===== config.mk =====
export PLATFORM = sky130hd
export DESIGN_NAME = fifo_task_scheduler
export DESIGN_NICKNAME = d
export VERILOG_FILES = /design/src/sv/fts_pkg.sv /design/src/sv/fifo_task_scheduler.sv /design/src/sv/fts_link_ram.sv /design/src/sv/fts_free_search.sv
export SDC_FILE = /design/constraint.sdc
export NUM_CORES = 1
export LEC_CHECK = 0
export ABC_CLOCK_PERIOD_IN_PS = 7200
export BUFFER_PORTS_ARGS = -buffer_cell sky130_fd_sc_hd__clkbuf_2
export CORE_MARGIN = 1.5
export CORE_UTILIZATION = 25
export CTS_BUF_LIST = sky130_fd_sc_hd__clkbuf_4
export CTS_CLUSTER_DIAMETER = 60
export DETAILED_ROUTE_END_ITERATION = 12
export GPL_TIMING_DRIVEN = 0
export PLACE_DENSITY = 0.46
export SLEW_MARGIN = 10
export SYNTH_ARGS = -nofsm -noshare
export SYNTH_HDL_FRONTEND = slang
export SYNTH_HIERARCHICAL = 1
export SYNTH_SLANG_ARGS = --single-unit

===== constraint.sdc =====
create_clock -name clk -period 7.2 [get_ports clk]
set_input_delay 0.36 -clock clk [delete_from_list [all_inputs] [get_ports clk]]
set_output_delay 0.36 -clock clk [all_outputs]
set_load 0.01 [all_outputs]

===== src/sv/fts_pkg.sv =====
// Shared types and constants of the task scheduler.
package fts_pkg;

	localparam int DEF_NUM_SLOTS = 16;
	localparam int CHUNK_MAX     = 16;
	localparam int PID_W         = 4;

	typedef enum logic [1:0] {
		REQ_CREATE = 2'd0,
		REQ_READY  = 2'd1,
		REQ_YIELD  = 2'd2,
		REQ_EXIT   = 2'd3
	} req_kind_t;

	typedef enum logic [2:0] {
		ST_OK         = 3'd0,
		ST_NO_SLOT    = 3'd1,
		ST_NO_STACK   = 3'd2,
		ST_IGNORED    = 3'd3,
		ST_NONE_READY = 3'd4
	} status_t;

	typedef struct packed {
		req_kind_t          req_type;
		logic [PID_W-1:0]   pid;
		logic               stack_granted;
	} req_t;

	typedef struct packed {
		status_t            status;
		logic [PID_W-1:0]   new_pid;
		logic               switched;
		logic [PID_W-1:0]   old_pid;
		logic [PID_W-1:0]   running_pid;
	} rsp_t;

	typedef struct packed {
		logic done;
		logic found;
	} find_t;

endpackage


===== src/sv/fifo_task_scheduler.sv =====
// Task table with a FIFO ready queue kept as next-links in a memory.
//
// Requests arrive on the req channel (valid/ready), one result per request
// leaves on the rsp channel (valid/ready) from an output register.
// A request is taken only while the block is idle. For yield, ready and
// exit the accept reads the link memory at the queue head, then the execute
// step updates the table, writes at most one link and loads the result.
// Create adds a free-slot scan between the two, one chunk of at most 16
// slots per cycle, until a free slot is found or the last chunk is done.
// After reset slot 0 (idle) runs, all others are free, the queue is empty;
// the link memory is not cleared, links are written before they are read.
// When the receiver stalls, the finished result waits in the output register
// and the block waits to retire the next request until that beat is taken.
module fifo_task_scheduler #(
	parameter int NUM_SLOTS = fts_pkg::DEF_NUM_SLOTS
) (
	input  logic          clk,
	input  logic          arst_n,
	input  logic          req_valid,
	output logic          req_ready,
	input  fts_pkg::req_t req,
	output logic          rsp_valid,
	input  logic          rsp_ready,
	output fts_pkg::rsp_t rsp
);

	localparam int SLOT_W = $clog2(NUM_SLOTS);
	localparam int PW     = fts_pkg::PID_W;
	localparam int CMP_W  = (SLOT_W > PW) ? SLOT_W + 1 : PW + 1;

	typedef enum logic [1:0] {
		S_IDLE,
		S_FIND,
		S_EXEC
	} state_t;

	state_t               state_q;
	fts_pkg::req_t        req_s1;
	logic [SLOT_W-1:0]    head_q;
	logic [SLOT_W-1:0]    tail_q;
	logic                 empty_q;
	logic [SLOT_W-1:0]    cur_q;
	logic [NUM_SLOTS-1:0] ready_q;
	logic                 rsp_valid_q;
	fts_pkg::rsp_t        rsp_q;

	logic                 accept;
	logic                 exec_fire;
	logic [NUM_SLOTS-1:0] free_vec;
	fts_pkg::find_t       find_res;
	logic [SLOT_W-1:0]    find_slot;
	logic [SLOT_W-1:0]    link_rdata;

	logic [SLOT_W-1:0]    pid_slot;
	logic                 pid_bad;
	logic [SLOT_W-1:0]    n_head;
	logic [SLOT_W-1:0]    n_tail;
	logic                 n_empty;
	logic [SLOT_W-1:0]    n_cur;
	logic [NUM_SLOTS-1:0] n_ready;
	logic                 push_en;
	logic [SLOT_W-1:0]    push_slot;
	logic [SLOT_W-1:0]    nx;
	logic                 link_we;
	logic [SLOT_W-1:0]    link_waddr;
	logic [SLOT_W-1:0]    link_wdata;
	fts_pkg::status_t     r_status;
	logic [SLOT_W-1:0]    r_new;
	logic                 r_sw;

	assign req_ready = (state_q == S_IDLE);
	assign accept    = req_valid && req_ready;
	assign exec_fire = (state_q == S_EXEC) && (!rsp_valid_q || rsp_ready);

	// slot 0 and the running slot are never free
	always_comb begin
		for (int i = 0; i < NUM_SLOTS; i++) begin
			free_vec[i] = (i != 0) && !ready_q[i] && (SLOT_W'(i) != cur_q);
		end
	end

	fts_free_search #(
		.NUM_SLOTS (NUM_SLOTS)
	) u_search (
		.clk      (clk),
		.arst_n   (arst_n),
		.start    (accept && (req.req_type == fts_pkg::REQ_CREATE)),
		.free_vec (free_vec),
		.res      (find_res),
		.slot     (find_slot)
	);

	// head link is fetched at accept; nothing writes the memory until exec
	fts_link_ram #(
		.DEPTH (NUM_SLOTS),
		.W     (SLOT_W)
	) u_links (
		.clk   (clk),
		.we    (link_we && exec_fire),
		.waddr (link_waddr),
		.wdata (link_wdata),
		.re    (accept),
		.raddr (head_q),
		.rdata (link_rdata)
	);

	assign pid_slot = SLOT_W'(req_s1.pid);
	assign pid_bad  = (req_s1.pid == '0)
		|| (CMP_W'(req_s1.pid) >= CMP_W'(NUM_SLOTS))
		|| (pid_slot == cur_q)
		|| ready_q[pid_slot];

	always_comb begin
		n_head     = head_q;
		n_tail     = tail_q;
		n_empty    = empty_q;
		n_cur      = cur_q;
		n_ready    = ready_q;
		push_en    = 1'b0;
		push_slot  = '0;
		nx         = '0;
		link_we    = 1'b0;
		link_waddr = tail_q;
		link_wdata = '0;
		r_status   = fts_pkg::ST_OK;
		r_new      = '0;
		r_sw       = 1'b0;

		unique case (req_s1.req_type)
			fts_pkg::REQ_CREATE: begin
				if (!find_res.found) begin
					r_status = fts_pkg::ST_NO_SLOT;
				end else if (!req_s1.stack_granted) begin
					r_status = fts_pkg::ST_NO_STACK;
				end else begin
					n_ready[find_slot] = 1'b1;
					push_en            = 1'b1;
					push_slot          = find_slot;
					r_new              = find_slot;
				end
			end
			fts_pkg::REQ_READY: begin
				if (pid_bad) begin
					r_status = fts_pkg::ST_IGNORED;
				end else begin
					n_ready[pid_slot] = 1'b1;
					push_en           = 1'b1;
					push_slot         = pid_slot;
				end
			end
			fts_pkg::REQ_YIELD: begin
				if (empty_q) begin
					r_status = fts_pkg::ST_NONE_READY;
				end else begin
					nx = head_q;
					if (head_q == tail_q) begin
						n_empty = 1'b1;
						n_head  = '0;
						n_tail  = '0;
					end else begin
						n_head = link_rdata;
					end
					if (cur_q != '0) begin
						n_ready[cur_q] = 1'b1;
						push_en        = 1'b1;
						push_slot      = cur_q;
					end
					n_ready[nx] = 1'b0;
					n_cur       = nx;
					r_new       = nx;
					r_sw        = 1'b1;
				end
			end
			fts_pkg::REQ_EXIT: begin
				if (cur_q == '0) begin
					r_status = fts_pkg::ST_IGNORED;
				end else begin
					if (!empty_q) begin
						nx = head_q;
						if (head_q == tail_q) begin
							n_empty = 1'b1;
							n_head  = '0;
							n_tail  = '0;
						end else begin
							n_head = link_rdata;
						end
					end
					n_ready[nx] = 1'b0;
					n_cur       = nx;
					r_new       = nx;
					r_sw        = 1'b1;
				end
			end
		endcase

		// tail push goes after any pop of the same request
		if (push_en) begin
			if (n_empty) begin
				n_head  = push_slot;
				n_tail  = push_slot;
				n_empty = 1'b0;
			end else begin
				link_we    = 1'b1;
				link_waddr = n_tail;
				link_wdata = push_slot;
				n_tail     = push_slot;
			end
		end
	end

	always_ff @(posedge clk or negedge arst_n) begin
		if (!arst_n) begin
			state_q     <= S_IDLE;
			head_q      <= '0;
			tail_q      <= '0;
			empty_q     <= 1'b1;
			cur_q       <= '0;
			ready_q     <= '0;
			rsp_valid_q <= 1'b0;
		end else begin
			if (exec_fire) begin
				rsp_valid_q <= 1'b1;
			end else if (rsp_ready) begin
				rsp_valid_q <= 1'b0;
			end
			unique case (state_q)
				S_IDLE: begin
					if (accept) begin
						state_q <= (req.req_type == fts_pkg::REQ_CREATE) ? S_FIND : S_EXEC;
					end
				end
				S_FIND: begin
					if (find_res.done) begin
						state_q <= S_EXEC;
					end
				end
				S_EXEC: begin
					if (exec_fire) begin
						head_q  <= n_head;
						tail_q  <= n_tail;
						empty_q <= n_empty;
						cur_q   <= n_cur;
						ready_q <= n_ready;
						state_q <= S_IDLE;
					end
				end
				default: begin
					state_q <= S_IDLE;
				end
			endcase
		end
	end

	always_ff @(posedge clk) begin
		if (accept) begin
			req_s1 <= req;
		end
		if (exec_fire) begin
			rsp_q.status      <= r_status;
			rsp_q.new_pid     <= PW'(r_new);
			rsp_q.switched    <= r_sw;
			rsp_q.old_pid     <= PW'(cur_q);
			rsp_q.running_pid <= PW'(n_cur);
		end
	end

	assign rsp_valid = rsp_valid_q;
	assign rsp       = rsp_q;

endmodule


===== src/sv/fts_link_ram.sv =====
// Next-link memory of the ready queue: one write port, one registered read port.
module fts_link_ram #(
	parameter int DEPTH = fts_pkg::DEF_NUM_SLOTS,
	parameter int W     = $clog2(fts_pkg::DEF_NUM_SLOTS)
) (
	input  logic                     clk,
	input  logic                     we,
	input  logic [$clog2(DEPTH)-1:0] waddr,
	input  logic [W-1:0]             wdata,
	input  logic                     re,
	input  logic [$clog2(DEPTH)-1:0] raddr,
	output logic [W-1:0]             rdata
);

	logic [W-1:0] mem [DEPTH];
	logic [W-1:0] rdata_q;

	always_ff @(posedge clk) begin
		if (we) begin
			mem[waddr] <= wdata;
		end
		if (re) begin
			rdata_q <= mem[raddr];
		end
	end

	assign rdata = rdata_q;

endmodule


===== src/sv/fts_free_search.sv =====
// Lowest-free-slot search, one chunk of the free map per cycle.
module fts_free_search #(
	parameter int NUM_SLOTS = fts_pkg::DEF_NUM_SLOTS
) (
	input  logic                         clk,
	input  logic                         arst_n,
	input  logic                         start,
	input  logic [NUM_SLOTS-1:0]         free_vec,
	output fts_pkg::find_t               res,
	output logic [$clog2(NUM_SLOTS)-1:0] slot
);

	localparam int SLOT_W     = $clog2(NUM_SLOTS);
	localparam int CHUNK_N    = (NUM_SLOTS < fts_pkg::CHUNK_MAX) ? NUM_SLOTS : fts_pkg::CHUNK_MAX;
	localparam int NUM_CHUNKS = (NUM_SLOTS + CHUNK_N - 1) / CHUNK_N;
	localparam int CNT_W      = (NUM_CHUNKS > 1) ? $clog2(NUM_CHUNKS) : 1;
	localparam int ENC_W      = (CHUNK_N > 1) ? $clog2(CHUNK_N) : 1;
	localparam int PAD_N      = NUM_CHUNKS * CHUNK_N;

	logic [PAD_N-1:0]   free_pad;
	logic [CHUNK_N-1:0] chunk_bits;
	logic [ENC_W-1:0]   enc;
	logic               hit;
	logic               last;
	logic               busy_q;
	logic [CNT_W-1:0]   chunk_q;
	logic               done_q;
	logic               found_q;
	logic [SLOT_W-1:0]  slot_q;

	assign free_pad   = PAD_N'(free_vec);
	assign chunk_bits = free_pad[int'(chunk_q) * CHUNK_N +: CHUNK_N];
	assign hit        = |chunk_bits;
	assign last       = (int'(chunk_q) == NUM_CHUNKS - 1);

	// priority encoder, lowest set bit wins
	always_comb begin
		enc = '0;
		for (int i = CHUNK_N - 1; i >= 0; i--) begin
			if (chunk_bits[i]) begin
				enc = ENC_W'(i);
			end
		end
	end

	always_ff @(posedge clk or negedge arst_n) begin
		if (!arst_n) begin
			busy_q  <= 1'b0;
			chunk_q <= '0;
			done_q  <= 1'b0;
			found_q <= 1'b0;
		end else begin
			if (start) begin
				busy_q  <= 1'b1;
				chunk_q <= '0;
				done_q  <= 1'b0;
			end else if (busy_q) begin
				if (hit || last) begin
					busy_q  <= 1'b0;
					done_q  <= 1'b1;
					found_q <= hit;
				end else begin
					chunk_q <= chunk_q + 1'b1;
					done_q  <= 1'b0;
				end
			end else begin
				done_q <= 1'b0;
			end
		end
	end

	always_ff @(posedge clk) begin
		if (busy_q && hit) begin
			slot_q <= SLOT_W'(int'(chunk_q) * CHUNK_N + int'(enc));
		end
	end

	assign res.done  = done_q;
	assign res.found = found_q;
	assign slot      = slot_q;

endmodule


# After elaboration in Yosys (flattened, before gate mapping)
# Memory sizes are Yosys's and may differ from the RTL's. A register that Yosys moved wholly into a read port is not among the register bits.
# Cells that the tools add are included.
# op_classes
reduce_logical	59
n_shift	1
addsub	2
order_cmp	10
n_mux	106
eq_ne	31
bitwise_logic	9
# ops
operator	n
4-bit 2-to-1 mux	40
16-bit 2-to-1 mux	8
16-bit one-hot mux with 4 select lines	1
16-bit bitwise OR	3
16-bit bitwise AND	2
1-bit 2-to-1 mux	32
4-bit != test (first input constant)	8
16-bit inverter	2
1-bit logical AND	25
4-bit by 5-bit < comparator with 1-bit output (second input constant)	5
4-bit one-hot mux with 2 select lines	3
4-bit one-hot mux with 3 select lines	2
1-bit demux with 4-bit select	5
4-bit by 1-bit greater-or-equal comparator with 1-bit output (second input constant)	5
1-bit logical NOT	16
2-bit 2-to-1 mux	8
3-bit by 4-bit != test with 1-bit output (first input constant)	4
16-bit OR reduction	1
16-bit by 6-bit indexed part select with 16-bit output	1
3-bit one-hot mux with 4 select lines	1
2-bit != test (second input constant)	5
4-bit == test	2
4-bit logical NOT	2
2-bit by 1-bit != test with 1-bit output (second input constant)	4
other kinds (19)	33
# totals
in_bits	11
mem_count	1
reg_bits	63
mem_bits_rw	64
elab_cells	239
# mem_list
memory	words	width	rd	rd_ports_with_merged_regs	write_ports	line	text
u_links.mem	16	4	1	1	1	fts_link_ram.sv:15	logic [W-1:0] mem [DEPTH];

# Logic depth before layout (Yosys ltp)
# Gate-level depths: netlist of the first run.
# logic_depth
ltp_word	20
mapped_depth	10
depth_no_buf	8

# Hierarchy
# The synthesis of the first run kept the hierarchy.
# modules_own_cells
mod	cells_per_inst	area_each_um2	n_inst
fifo_task_scheduler	383	3542.1	1
fts_link_ram	130	2706.3	1
fts_free_search	52	483.0	1

# Worst setup path before layout of the first run
# OpenSTA, ideal clock, no wires.
# synth_timing
kind	register -> register
from	reg req_s1, in the netlist pid_slot[0]
to	mem u_links/mem[0][0] (netlist name), enable pin
path_slack_ns	4.036
required_ns	6.839
period_less_slack_ns	3.164
arrival_ns	2.802
n_path_buf	0
stages_incl_launch_ff	9
setup_time_ns	0.361
path_cell_list	edfxtp_1 > mux4_2 > nand2_1 > o41ai_4 > o41ai_4 > nand2_1 > nor2_1 > or3b_2 > nor3_1
# synth_via
elab_chain_len	9
elab_cells_between_ends	13
cone_classes	1 x eq/ne; 8 x mux; 4 x reduce/logical
# synth_rtl
item	line	text
start, declared	fifo_task_scheduler.sv:38	fts_pkg::req_t req_s1;
start signal, assigned	fifo_task_scheduler.sv:256	req_s1 <= req;
1-bit binary-select mux with 4-bit select (tied with other cells)	fifo_task_scheduler.sv:111	|| ready_q[pid_slot];
1-bit 2-to-1 mux (implied by the code) or 1-bit logical OR (tied branches)	fifo_task_scheduler.sv:111, fifo_task_scheduler.sv:110	
1-bit logical OR (*)	fifo_task_scheduler.sv:111	
1-bit 2-to-1 mux (*)	fifo_task_scheduler.sv:143	if (pid_bad) begin
1-bit one-hot mux with 3 select lines (*)	fifo_task_scheduler.sv:129	unique case (req_s1.req_type)
1-bit 2-to-1 mux	fifo_task_scheduler.sv:197	if (push_en) begin
1-bit logical AND	fifo_task_scheduler.sv:99	.we (link_we && exec_fire),
1-bit 2-to-1 mux	fts_link_ram.sv:19	if (we) begin
1-bit 2-to-1 mux (implied by the code)	fts_link_ram.sv:20	mem[waddr] <= wdata;
end, declared	fts_link_ram.sv:15	
# Every way passes the cells marked *; elsewhere a longest branch is shown, timed or not. The select of a mux whose other input is x is not followed.

# Worst setup path in the final report of the first run
# layout_timing
from	reg req_s1, in the netlist pid_slot[0]
to	mem u_links/mem[0][1] (netlist name), enable pin
# Same word-level chain as after synthesis.

==> results of run 1 <==
power breakdown:
group          switching, uW  leakage, uW  internal [uW]
clock network            296     0.000130            139
registers                128      0.00134            980
logic                    817      0.00119            427
flip-flops by register name, indices dropped and copies added, names as in the netlist:
name              flops
ready_q              15
u_links/rdata         4
tail_q                4
u_search/found_q      1
cur_q                 4
empty_q               1
state_q               2
pid_slot              4
u_search/done_q       1
rsp                  16
head_q                4
u_search/chunk_q      1
u_search/busy_q       1
rsp_valid             1
req_s1                3
u_search/slot         4
u_links/mem          64
worst register-to-register path, cell delays in order (launching register included):
cell	delay, ns
edfxtp_1	0.56
mux4_2	0.56
nand2_1	0.21
o41ai_4	0.19
o41ai_4	0.56
nand2_1	0.20
nor2_1	0.29
or3b_2	0.53
nor3_1	0.53
layout make-up:
cell class              instances  share of cell area
inverters                      13             0.00639
flip-flops and latches        130               0.489
well taps                     335              0.0549
clock buffers                  17              0.0167
clock inverters                14              0.0141
multi-input cells             383               0.362
plain buffers                  41              0.0269
repair buffers                 37              0.0303
diodes                          1            0.000328
per-layer routing:
| metal | up-vias | part of all wire | GRT usage |
|---|---|---|---|
| li1 | 2319 | - | - |
| met1 | 2595 | 0.42 | 0.186 |
| met2 | 181 | 0.49 | 0.253 |
| met3 | 51 | 0.050 | 0.0277 |
| met4 | 0 | 0.035 | 0.0696 |
| met5 | - | 0 | 0 |
cell usage in the layout, fill, tap and decap left out, drive strengths merged, types with 7 or more instances in the layout:
cell	n
nand2	42
inv	17
a21oi	19
nand2b	11
a31oi	17
a22oi	7
clkbuf	71
a22o	20
dlygate4sd3	8
nor2	65
o2bb2ai	8
nor2b	17
o21ai	21
buf	16
edfxtp	95
nand3	16
mux4	17
dfrtp	34
clkinv	8
nor3	18
nor4	7
path summary, 6_finish.rpt:
| kind | startpoint | end | cells after the start |
|---|---|---|---|
| max in group asynchronous | arst_n | state_q[0] | 2 |
| setup / recovery | pid_slot[0] | u_links/mem[0][1] | 8 |
| hold reg to reg | cur_q[3] | rsp[7] | 0 |
| min in group asynchronous | arst_n | cur_q[2] | 2 |
| setup reg to reg | pid_slot[0] | u_links/mem[0][1] | 8 |
| hold / removal | rsp_ready | rsp_valid | 3 |
through the flow:
stage	worst slack [ns]	hold WS [ns]	std cells	cell area [um^2]	util
floorplan	4.04	0.0644	567	6740	-
global placement	3.24	0.535	930	7300	0.278
detailed placement	3.25	0.540	931	7310	0.279
CTS	3.22	0.00266	969	7620	0.291
global route	2.88	0.129	971	7630	0.291
finish	3.22	0.151	971	7630	0.291
kinds of logic after synthesis:
| logic type | Yosys count | synth area share |
|---|---|---|
| buffers and inverters | 54 | 0.0375 |
| and+or+nand+nor | 201 | 0.152 |
| other | 1 | 0.000557 |
| DFF | 130 | 0.554 |
| xor gates and xnor gates | 8 | 0.0104 |
| muxes | 23 | 0.0738 |
| AOI/OAI and AO/OA | 148 | 0.172 |
==> metrics.md, run 1 <==
| Metric | Value |
|---|---|
| Max Cap Viol | 0 |
| Worst Path Required | between 7 and 8 ns |
| DIE AREA | 27900 um^2 |
| Fill cells | 2698 |
| Drt pass-1 iters | 5 |
| Final HPWL from detailed placement | ~15 mm |
| Initial cell density of the core | 0.257 |
| Max frequency | 251 MHz |
| Pwr Density | ~370 nW/um^2 |
| Wire per inst | 21.1 um |
| Setup crit end kind | flip-flop |
| Endpoints failing setup | 0 |
| Tmin final | 3.98 ns |
| Gr ovfl total | 0 |
| Setup CP Type | flip-flop to flip-flop |
| Crit path largest cell delay | 0.56 ns |
| Yosys cell types | 69 |
| Largest net degree at the start of global routing | 36 |
| Share of cells above drive strength 1 | 0.148 |
| FF-to-FF setup slack | 3.22 ns |
| CTS Hold Bufs | 7 |
| Vias | 5146 |
| Vias per Instance | about 5.3 |
| Crit start category | flip-flop |
| DRC Markers | 0 |
| Number of synthesized register bits | 130 |
| Synth top cells by count | edfxtp_1, nor2_1, nand2_1, dfrtp_1, clkbuf_1 |
| Clock buffer count from CTS | 17 |
| Initial antenna violation count | 1 |
| Final Hold Vio Count | 0 |
| Vias in the first global route | around 5200 |
| Worst Path Max Fanout | 7 |
| VDD IR max | 102 uV |
| Setup TNS | 0 ns |
| Avg Cell Area, Syn | 11.9 um^2 |
| Leakage | 0.00266 uW |
| Remaining antenna violation count | 0 |
| Final slew viol count | 0 |
| Top cell type's share of synthesized area | 0.424 |
| P&R area growth vs syn | 13.4% |
| Fin crit share | 0.553 |
| First-pass GRT wire length | approximately 31 mm |
| Register Area | roughly 3700 um^2 |
| Die W | 167 um |
| CTS sink count | 130 |
| I/O pins | 29 |
| Worst Clk Skew | ~0.014 ns |
| GP Congestion | 0.905 |
| Rows | 59 |
| Unrepaired setup endpoints after global routing | false |
| Final wirelength | 20.5 mm |
| Worst-Skew Late Latency | 0.54 ns |
| Sequential share of the synthesized area | 0.554 |
| Die Ht | 167 um |
| CTS resizes | 0 |
| Area occupied by multi-input gates | 2760 um^2 |
| TritonCTS clock tree | built |
| Mapped Area | slightly below 7000 um^2 |
| Main synth FF type | edfxtp_1 |
| Bufs and invs on worst path | 0 |
| Count leader, synth | edfxtp_1 |
| Ys Warns | 6 |
| Clock Pin Slew Worst Setup and Hold Paths | 0.13 ns |
| Arr. time, crit path | 4.17 ns |
| Post-synth top area cell | edfxtp_1 |
| Core Area | about 26000 um^2 |
| Cell family with most CP delay | simple AND/OR/NAND/NOR gates |
| Post-Syn Instances | between 500 and 600 |
| Fin nets | 634 |
| Ys async rst share | 0.269 |
| Root Buffer | clkbuf_4 |
| CP Cell Sequence | mux4_2 -> nand2_1 -> o41ai_4 -> o41ai_4 -> nand2_1 -> nor2_1 -> or3b_2 -> nor3_1 |
| Post-synth EDFFs | 95 |
| Synth area leaders | edfxtp_1, dfrtp_1, mux4_1 |
| Worst-Margin Slew | roughly 1.1 ns |
| Slowest cell on crit path | edfxtp_1 |
| H-tree depth | 4 |
| I/O Buffers | 28 |
| Run status | complete, no violations |
| Setup Buffers After CTS | 0 |
| Max clock buf depth | 2 |
| DRT iter0 DRCs | 372 |
| GRT Util Overall | 0.150 |
| Total chip power | roughly 2800 uW |
| HP Class | primary input to flip-flop |
| Slew HR | 0.248 |
Power figures use the tool's default switching activity.
==> run 2, diff against run 1 <==
--- a/config.mk
+++ b/config.mk
@@ -5,7 +5,7 @@
 export SDC_FILE = /design/constraint.sdc
 export NUM_CORES = 1
 export LEC_CHECK = 0
-export ABC_CLOCK_PERIOD_IN_PS = 7200
+export ABC_CLOCK_PERIOD_IN_PS = 3500
 export BUFFER_PORTS_ARGS = -buffer_cell sky130_fd_sc_hd__clkbuf_2
 export CORE_MARGIN = 1.5
 export CORE_UTILIZATION = 25
@@ -13,7 +13,7 @@
 export CTS_CLUSTER_DIAMETER = 60
 export DETAILED_ROUTE_END_ITERATION = 12
 export GPL_TIMING_DRIVEN = 0
-export PLACE_DENSITY = 0.46
+export PLACE_DENSITY = 0.47
 export SLEW_MARGIN = 10
 export SYNTH_ARGS = -nofsm -noshare
 export SYNTH_HDL_FRONTEND = slang
==> constraint.sdc (replaced) <==
create_clock -name clk -period 3.5 [get_ports clk]
set_input_delay 0.175 -clock clk [delete_from_list [all_inputs] [get_ports clk]]
set_output_delay 0.175 -clock clk [all_outputs]
set_load 0.01 [all_outputs]
==> run 2 against run 1 <==
Register-to-register slack worse by 3.1 ns. Utilization is 0.56 points higher. Critical path depth is 1 higher. Critical endpoint is now u_links/mem[2][1].
==> metrics.md, run 2 (synthesis results as in run 1) <==
| Metric | Value |
|---|---|
| Run status | complete, no violations |
| Initial antenna violation count | 1 (unchanged) |
| Power share of the combinational group | 0.437 (-0.009) |
| Drt pass-1 iters | 5 (unchanged) |
| Worst Clk Skew | 0.0374 ns (+0.0231 ns) |
| Sequential share of power | 0.383 (-0.014) |
| Worst-Margin Slew | 1.10 ns (-0.0290 ns) |
| Fill cells | 2633 (-2.4%) |
| CTS sink count | 130 (unchanged) |
| Share of cells above drive strength 1 | 0.166 (+0.0176) |
| Vias in the first global route | 5143 (-1.3%) |
| Largest net degree at the start of global routing | 36 (unchanged) |
| Leakage | 0.00272 uW (+2.3%) |
| Core Area | 26200 um^2 (unchanged) |
| Max clock buf depth | 2 (unchanged) |
| Die W | 167 um (unchanged) |
| TritonCTS clock tree | built |
| Max frequency | 300 MHz (+19%) |
| Final Core Density | 0.297 (+0.00559) |
| Setup crit end kind | flip-flop |
| Vias per Instance | 5.23 (-1.4%) |
| Clock Pin Slew Worst Setup and Hold Paths | 0.15 ns (+0.02 ns) |
| DIE AREA | 27900 um^2 (unchanged) |
| Fin nets | 638 (+0.63%) |
| HP Class | primary input to async pin |
| GRT Util Overall | 0.146 (-0.00381) |
| GP Congestion | 0.934 (+3.1%) |
| Remaining antenna violation count | 0 (unchanged) |
| Vias | 5100 (-0.89%) |
| Initial cell density of the core | 0.257 (unchanged) |
| Final HPWL from detailed placement | 14.4 mm (-5.3%) |
| Biggest register | u_links/mem |
| I/O pins | 29 (unchanged) |
| Psw | 2700 uW (+120%) |
| Worst-Skew Late Latency | 0.58 ns (+0.04 ns) |
| Gr ovfl total | 0 (unchanged) |
| Worst Path Required | 3.77 ns (-3.62 ns) |
| Pwr Density | 766 nW/um^2 (+110%) |
| H-tree depth | 4 (unchanged) |
| Slew HR | 0.267 (+0.0194) |
| Placed Area | 7310 um^2 (about the same) |
| Rows | 59 (unchanged) |
| Die Ht | 167 um (unchanged) |
| Endpoints failing setup | 0 (unchanged) |
| Arr. time, crit path | 3.60 ns (-0.57 ns) |
| Worst Path Max Fanout | 10 (+3) |
| Tmin final | 3.34 ns (-0.646 ns) |
| Final Hold Vio Count | 0 (unchanged) |
| Root Buffer | clkbuf_4 |
| Clk pwr share | 0.180 (+0.024) |
| Unrepaired setup endpoints after global routing | false |
| VDD IR max | 225 uV (+120%) |
| Max reg flops | 64 (unchanged) |
| Final wirelength | 19.9 mm (-2.7%) |
| Max Cap Viol | 0 (unchanged) |
| Fin crit share | 0.953 (+0.400) |
| Most frequent cells in the layout | edfxtp_1, nor2_1, nand2_1 |
| Total chip power | 5960 uW (+110%) |
| Final slew viol count | 0 (unchanged) |
| P&R area growth vs syn | 15.6% |
| DRC Markers | 0 (unchanged) |
| First-pass GRT wire length | 30.4 mm (-2.5%) |
| Wire per inst | 20.4 um (-3.2%) |
| Crit start category | flip-flop |
| Int Pwr | 3260 uW (+110%) |
| Fin area | 7780 um^2 (+1.9%) |
| Setup CP Type | flip-flop to flip-flop |
| DRT iter0 DRCs | 372 (unchanged) |
| Switching Share | 0.453 (+0.00718) |
| Clock buffer count from CTS | 17 (unchanged) |
| Most common cell after layout, fill and taps aside | edfxtp_1 |
| I/O Buffers | 28 (unchanged) |
[run 2: cell count changes in the layout (fill, tap and decap cells not counted), sizes merged]
cell / change
buf: +3
clkbuf: -1
clkinv: -4
clkinvlp: -1
dlygate4sd3: +2
inv: +6
[run 2: what timing repair did]
action / in CTS / in global routing
hold buffers: 10 / 0
setup endpoints to repair: 44 / 41
hold endpoints to repair: 46 / 0
buffers inserted: 1 / 2
gates cloned: 0 / 0
pin swaps: 1 / 0
resized for setup: 4 / 5
[run 2: stage by stage]
| step | cells | hold WS, ns | setup slack (ns) | TNS (ns) |
|---|---|---|---|---|
| final | 976 | 0.313 | 0.164 | 0 |
| after CTS | 974 | 0.276 | -0.0889 | -0.592 |
| after floorplan | 567 | -0.121 | 0.336 | 0 |
| after detailed placement | 931 | 0.355 | -0.488 | -7.05 |
| after global routing | 976 | 0.293 | 0.00721 | 0 |
| after global placement | 930 | 0.356 | -0.448 | -7.48 |
[run 2: area by class of cell]
cell class                 instances  area, um^2  share of cell area
multi-input combinational        383        2810               0.361
sequential                       130        3730               0.479
clock inverter                    15         175              0.0225
buffer                            40         201              0.0259
antenna                            1        2.50            0.000322
clock buffer                      17         128              0.0164
tap                              335         419              0.0539
timing repair buffer              42         270              0.0347
inverter                          13        48.8             0.00627
[run 2: power by group through the flow]
stage / registers, uW / clock network, uW / logic, uW
6_report: 2280 / 1070 / 2610
5_1_grt: 2320 / 1190 / 2810
4_1_cts: 2270 / 1130 / 2560
3_5_place_dp: 2300 / 0 / 2520
3_3_place_gp: 2300 / 0 / 2500
2_1_floorplan: 2230 / 0 / 1730
[run 2: final timing paths]
kind / slack (ns) / cells after the start / startpoint / endpoint
worst max register to register: 0.16 / 9 / pid_slot[2] / u_links/mem[2][1]
max in group asynchronous: 2.54 / 2 / arst_n / u_search/busy_q
min in group clk: 0.34 / 2 / req[2] / pid_slot[1]
worst min register to register: 0.55 / 1 / ready_q[1] / ready_q[1]
worst max-delay path: 0.16 / 9 / pid_slot[2] / u_links/mem[2][1]
worst min-delay path: 0.31 / 2 / arst_n / tail_q[2]
[run 2: critical path, stage by stage (launching register included)]
cell,delay [ns]
edfxtp_1,0.45
clkbuf_1,0.25
nor2b_1,0.24
nand2_1,0.21
o41ai_4,0.20
o41ai_4,0.43
nand2_1,0.19
nor2_2,0.24
or3b_2,0.56
nor2_2,0.27
[run 2: layer usage]
metal	track usage	share of wire	vias up
li1	-	-	2322
met1	0.185	0.44	2548
met2	0.235	0.47	185
met3	0.0362	0.054	45
met4	0.0680	0.030	0
met5	0	0	-
==> run 3, diff against run 2 <==
--- a/config.mk
+++ b/config.mk
@@ -6,14 +6,15 @@
 export NUM_CORES = 1
 export LEC_CHECK = 0
 export ABC_CLOCK_PERIOD_IN_PS = 3500
-export BUFFER_PORTS_ARGS = -buffer_cell sky130_fd_sc_hd__clkbuf_2
 export CORE_MARGIN = 1.5
 export CORE_UTILIZATION = 25
 export CTS_BUF_LIST = sky130_fd_sc_hd__clkbuf_4
 export CTS_CLUSTER_DIAMETER = 60
 export DETAILED_ROUTE_END_ITERATION = 12
+export DONT_BUFFER_PORTS = 1
 export GPL_TIMING_DRIVEN = 0
 export PLACE_DENSITY = 0.47
+export REMOVE_ABC_BUFFERS = 1
 export SLEW_MARGIN = 10
 export SYNTH_ARGS = -nofsm -noshare
 export SYNTH_HDL_FRONTEND = slang
==> run 3 against run 2 <==
Setup slack got worse by 0.10 ns. Hold slack got worse by 0.26 ns. Sequential share of layout area up 1.8 points. Critical endpoint is now u_links/mem[0][1]. Largest power group is now sequential cells. Clock skew down 0.0052 ns.
==> metrics.md, run 3 (synthesis results as in run 1) <==
| Metric | Value |
|---|---|
| Run status | complete, no violations |
| Slowest cell on crit path | or3b_2 |
| TritonCTS clock tree | built |
| Crit start category | flip-flop |
| Pwr Density | 767 nW/um^2 (about the same) |
| GP Congestion | 0.942 (+0.86%) |
| Worst Setup SP | pid_slot[0] |
| CTS sink count | 130 (unchanged) |
| Core Area | 26200 um^2 (unchanged) |
| Share of cells above drive strength 1 | 0.129 (-0.0363) |
| Clk pwr share | 0.172 (-0.008) |
| Vias per Instance | 5.47 (+4.7%) |
| Power share of the combinational group | 0.370 (-0.067) |
| Gr ovfl total | 0 (unchanged) |
| H-tree depth | 4 (unchanged) |
| Crit path capture | u_links/mem[0][1] |
| Leakage | 0.00254 uW (-6.9%) |
| Rows | 59 (unchanged) |
| FF-to-FF setup slack | 0.06 ns (-0.10 ns) |
| Setup crit end kind | flip-flop |
| Remaining antenna violation count | 0 (unchanged) |
| HP Class | primary input to async pin |
| Fin nets | 578 (-9.4%) |
| Max Cap Viol | 0 (unchanged) |
| I/O pins | 29 (unchanged) |
| Die W | 167 um (unchanged) |
| Switching Share | 0.452 (about the same) |
| Psw | 2600 uW (-3.5%) |
| Worst Clk Skew | 0.0321 ns (-0.00523 ns) |
| I/O Buffers | 0 (-100%) |
| Initial antenna violation count | 1 (unchanged) |
| Worst Path Required | 3.75 ns (-0.02 ns) |
| Unrepaired setup endpoints after global routing | true |
| Fin area | 7510 um^2 (-3.4%) |
| Arr. time, crit path | 3.69 ns (+0.09 ns) |
| Crit path largest cell delay | 0.57 ns (about the same) |
| Largest net degree at the start of global routing | 36 (unchanged) |
| R2R depth | 8 (-1) |
| Root Buffer | clkbuf_4 |
| Worst r2r dst | u_links/mem[0][1] |
| Sequential share of power | 0.458 (+0.075) |
| Final Hold Vio Count | 0 (unchanged) |
| VDD IR max | 196 uV (-13%) |
| Endpoints failing setup | 0 (unchanged) |
| Initial cell density of the core | 0.257 (unchanged) |
| Worst Path Max Fanout | 7 (-3) |
| Final hold slack | 0.0494 ns (-0.263 ns) |
| P&R area growth vs syn | 11.6% |
| CP Cell Sequence | mux4_2 -> nand2_1 -> o41ai_4 -> o41ai_4 -> nand2_1 -> nor2_2 -> or3b_2 -> nor3_4 |
| Fin crit share | 0.983 (+0.0299) |
| Vias | 5011 (-1.7%) |
| Worst-Margin Slew | 1.34 ns (+0.241 ns) |
| Worst-Skew Late Latency | 0.56 ns (-0.02 ns) |
| Most common cell after layout, fill and taps aside | edfxtp_1 |
| Final slew viol count | 0 (unchanged) |
| Final Core Density | 0.287 (-0.0101) |
| Most frequent cells in the layout | edfxtp_1, nor2_1, nand2_1 |
| DRC Markers | 0 (unchanged) |
| Vias in the first global route | 5026 (-2.3%) |
| Setup CP Type | flip-flop to flip-flop |
| Max clock buf depth | 2 (unchanged) |
| Placed Area | 6970 um^2 (-4.7%) |
| Biggest register | u_links/mem |
| Final wirelength | 19.5 mm (-2.4%) |
| Wire per inst | 21.2 um (+3.9%) |
| Tmin final | 3.44 ns (+0.104 ns) |
| Clock buffer count from CTS | 17 (unchanged) |
| GRT Util Overall | 0.143 (-0.00328) |
| Max frequency | 291 MHz (-3.0%) |
| Final HPWL from detailed placement | 12.7 mm (-12%) |
| First-pass GRT wire length | 30.2 mm (-0.68%) |
| RR Startpoint | pid_slot[0] |
| Clock Pin Slew Worst Setup and Hold Paths | 0.14 ns (about the same) |
| Slew HR | 0.0994 (-0.168) |
| Drt pass-1 iters | 7 (+2) |
| Int Pwr | 3160 uW (-3.3%) |
| Max reg flops | 64 (unchanged) |
| Die Ht | 167 um (unchanged) |
| DIE AREA | 27900 um^2 (unchanged) |
| DRT iter0 DRCs | 519 (+40%) |
==> run 3: changes by cell type in the layout (fill, tap and decap cells not counted), moves of 3 or more <==
cell / delta
clkbuf_2: -29
clkbuf_1: -24
buf_2: -6
dfrtp_1: -4
buf_1: -3
clkinv_4: +3
clkinv_8: -3
dfrtp_2: +3
==> run 3: critical path: cells and delay by family (launching register included) <==
| family | cells | cell delay (ns) |
|---|---|---|
| DFF | 1 | 0.51 |
| AOI/OAI and AO/OA | 2 | 0.65 |
| and+or+nand+nor | 5 | 1.44 |
| muxes | 1 | 0.55 |
==> run 3: power groups by stage <==
stage / Sequential, uW / Combinational [uW] / Clock (uW)
6_report: 2640 / 2130 / 989
5_1_grt: 2680 / 2310 / 1080
4_1_cts: 2620 / 2040 / 1020
3_5_place_dp: 2680 / 1910 / 0
3_3_place_gp: 2690 / 1880 / 0
2_1_floorplan: 2410 / 1430 / 0
==> run 3: worst min-delay path by stage <==
stage	start	endpoint	slack (ns)	cells after the start
floorplan	arst_n	cur_q[0]	-0.12	0
global placement	arst_n	ready_q[3]	-0.12	0
detailed placement	arst_n	cur_q[1]	-0.12	0
CTS	arst_n	ready_q[3]	0.03	2
global route	arst_n	ready_q[3]	0.05	2
finish	arst_n	ready_q[3]	0.05	2
==> run 3: cell type report <==
| type | instances | area [um^2] |
|---|---|---|
| Inverter | 13 | 48.8 |
| Sequential cell | 130 | 3740 |
| Antenna cell | 1 | 2.50 |
| Timing Repair Buffer | 21 | 219 |
| Clock buffer | 17 | 128 |
| Tap cell | 335 | 419 |
| Clock inverter | 15 | 144 |
| Fill cell | 2641 | 18700 |
| Multi-Input combinational cell | 384 | 2820 |
==> run 3: per-stage QoR <==
stage | power (uW) | cells | TNS (ns) | setup slack, ns
4_1_cts | 5680 | 913 | -0.139 | -0.0410
2_1_floorplan | 3840 | 526 | 0 | 0.163
5_1_grt | 6080 | 916 | -0.0651 | -0.0199
3_5_place_dp | 4580 | 862 | -29.71 | -0.726
3_3_place_gp | 4570 | 861 | -33.71 | -0.707
6_report | 5760 | 916 | 0 | 0.0596
==> run 3: repair_timing <==
| action | in CTS | in global routing |
|---|---|---|
| buffers inserted | 8 | 1 |
| endpoints found under the hold margin | 48 | 0 |
| endpoints found under the setup margin | 113 | 113 |
| pin swaps | 1 | 2 |
| gates resized for setup | 4 | 10 |
| hold buffers | 11 | 0 |
| cloned | 0 | 1 |
==> run 3: per-layer routing <==
| layer | GRT usage | share of wire |
|---|---|---|
| met5 | 0 | 0 |
| met4 | 0.0625 | 0.037 |
| met3 | 0.0364 | 0.075 |
| met2 | 0.225 | 0.46 |
| met1 | 0.185 | 0.43 |
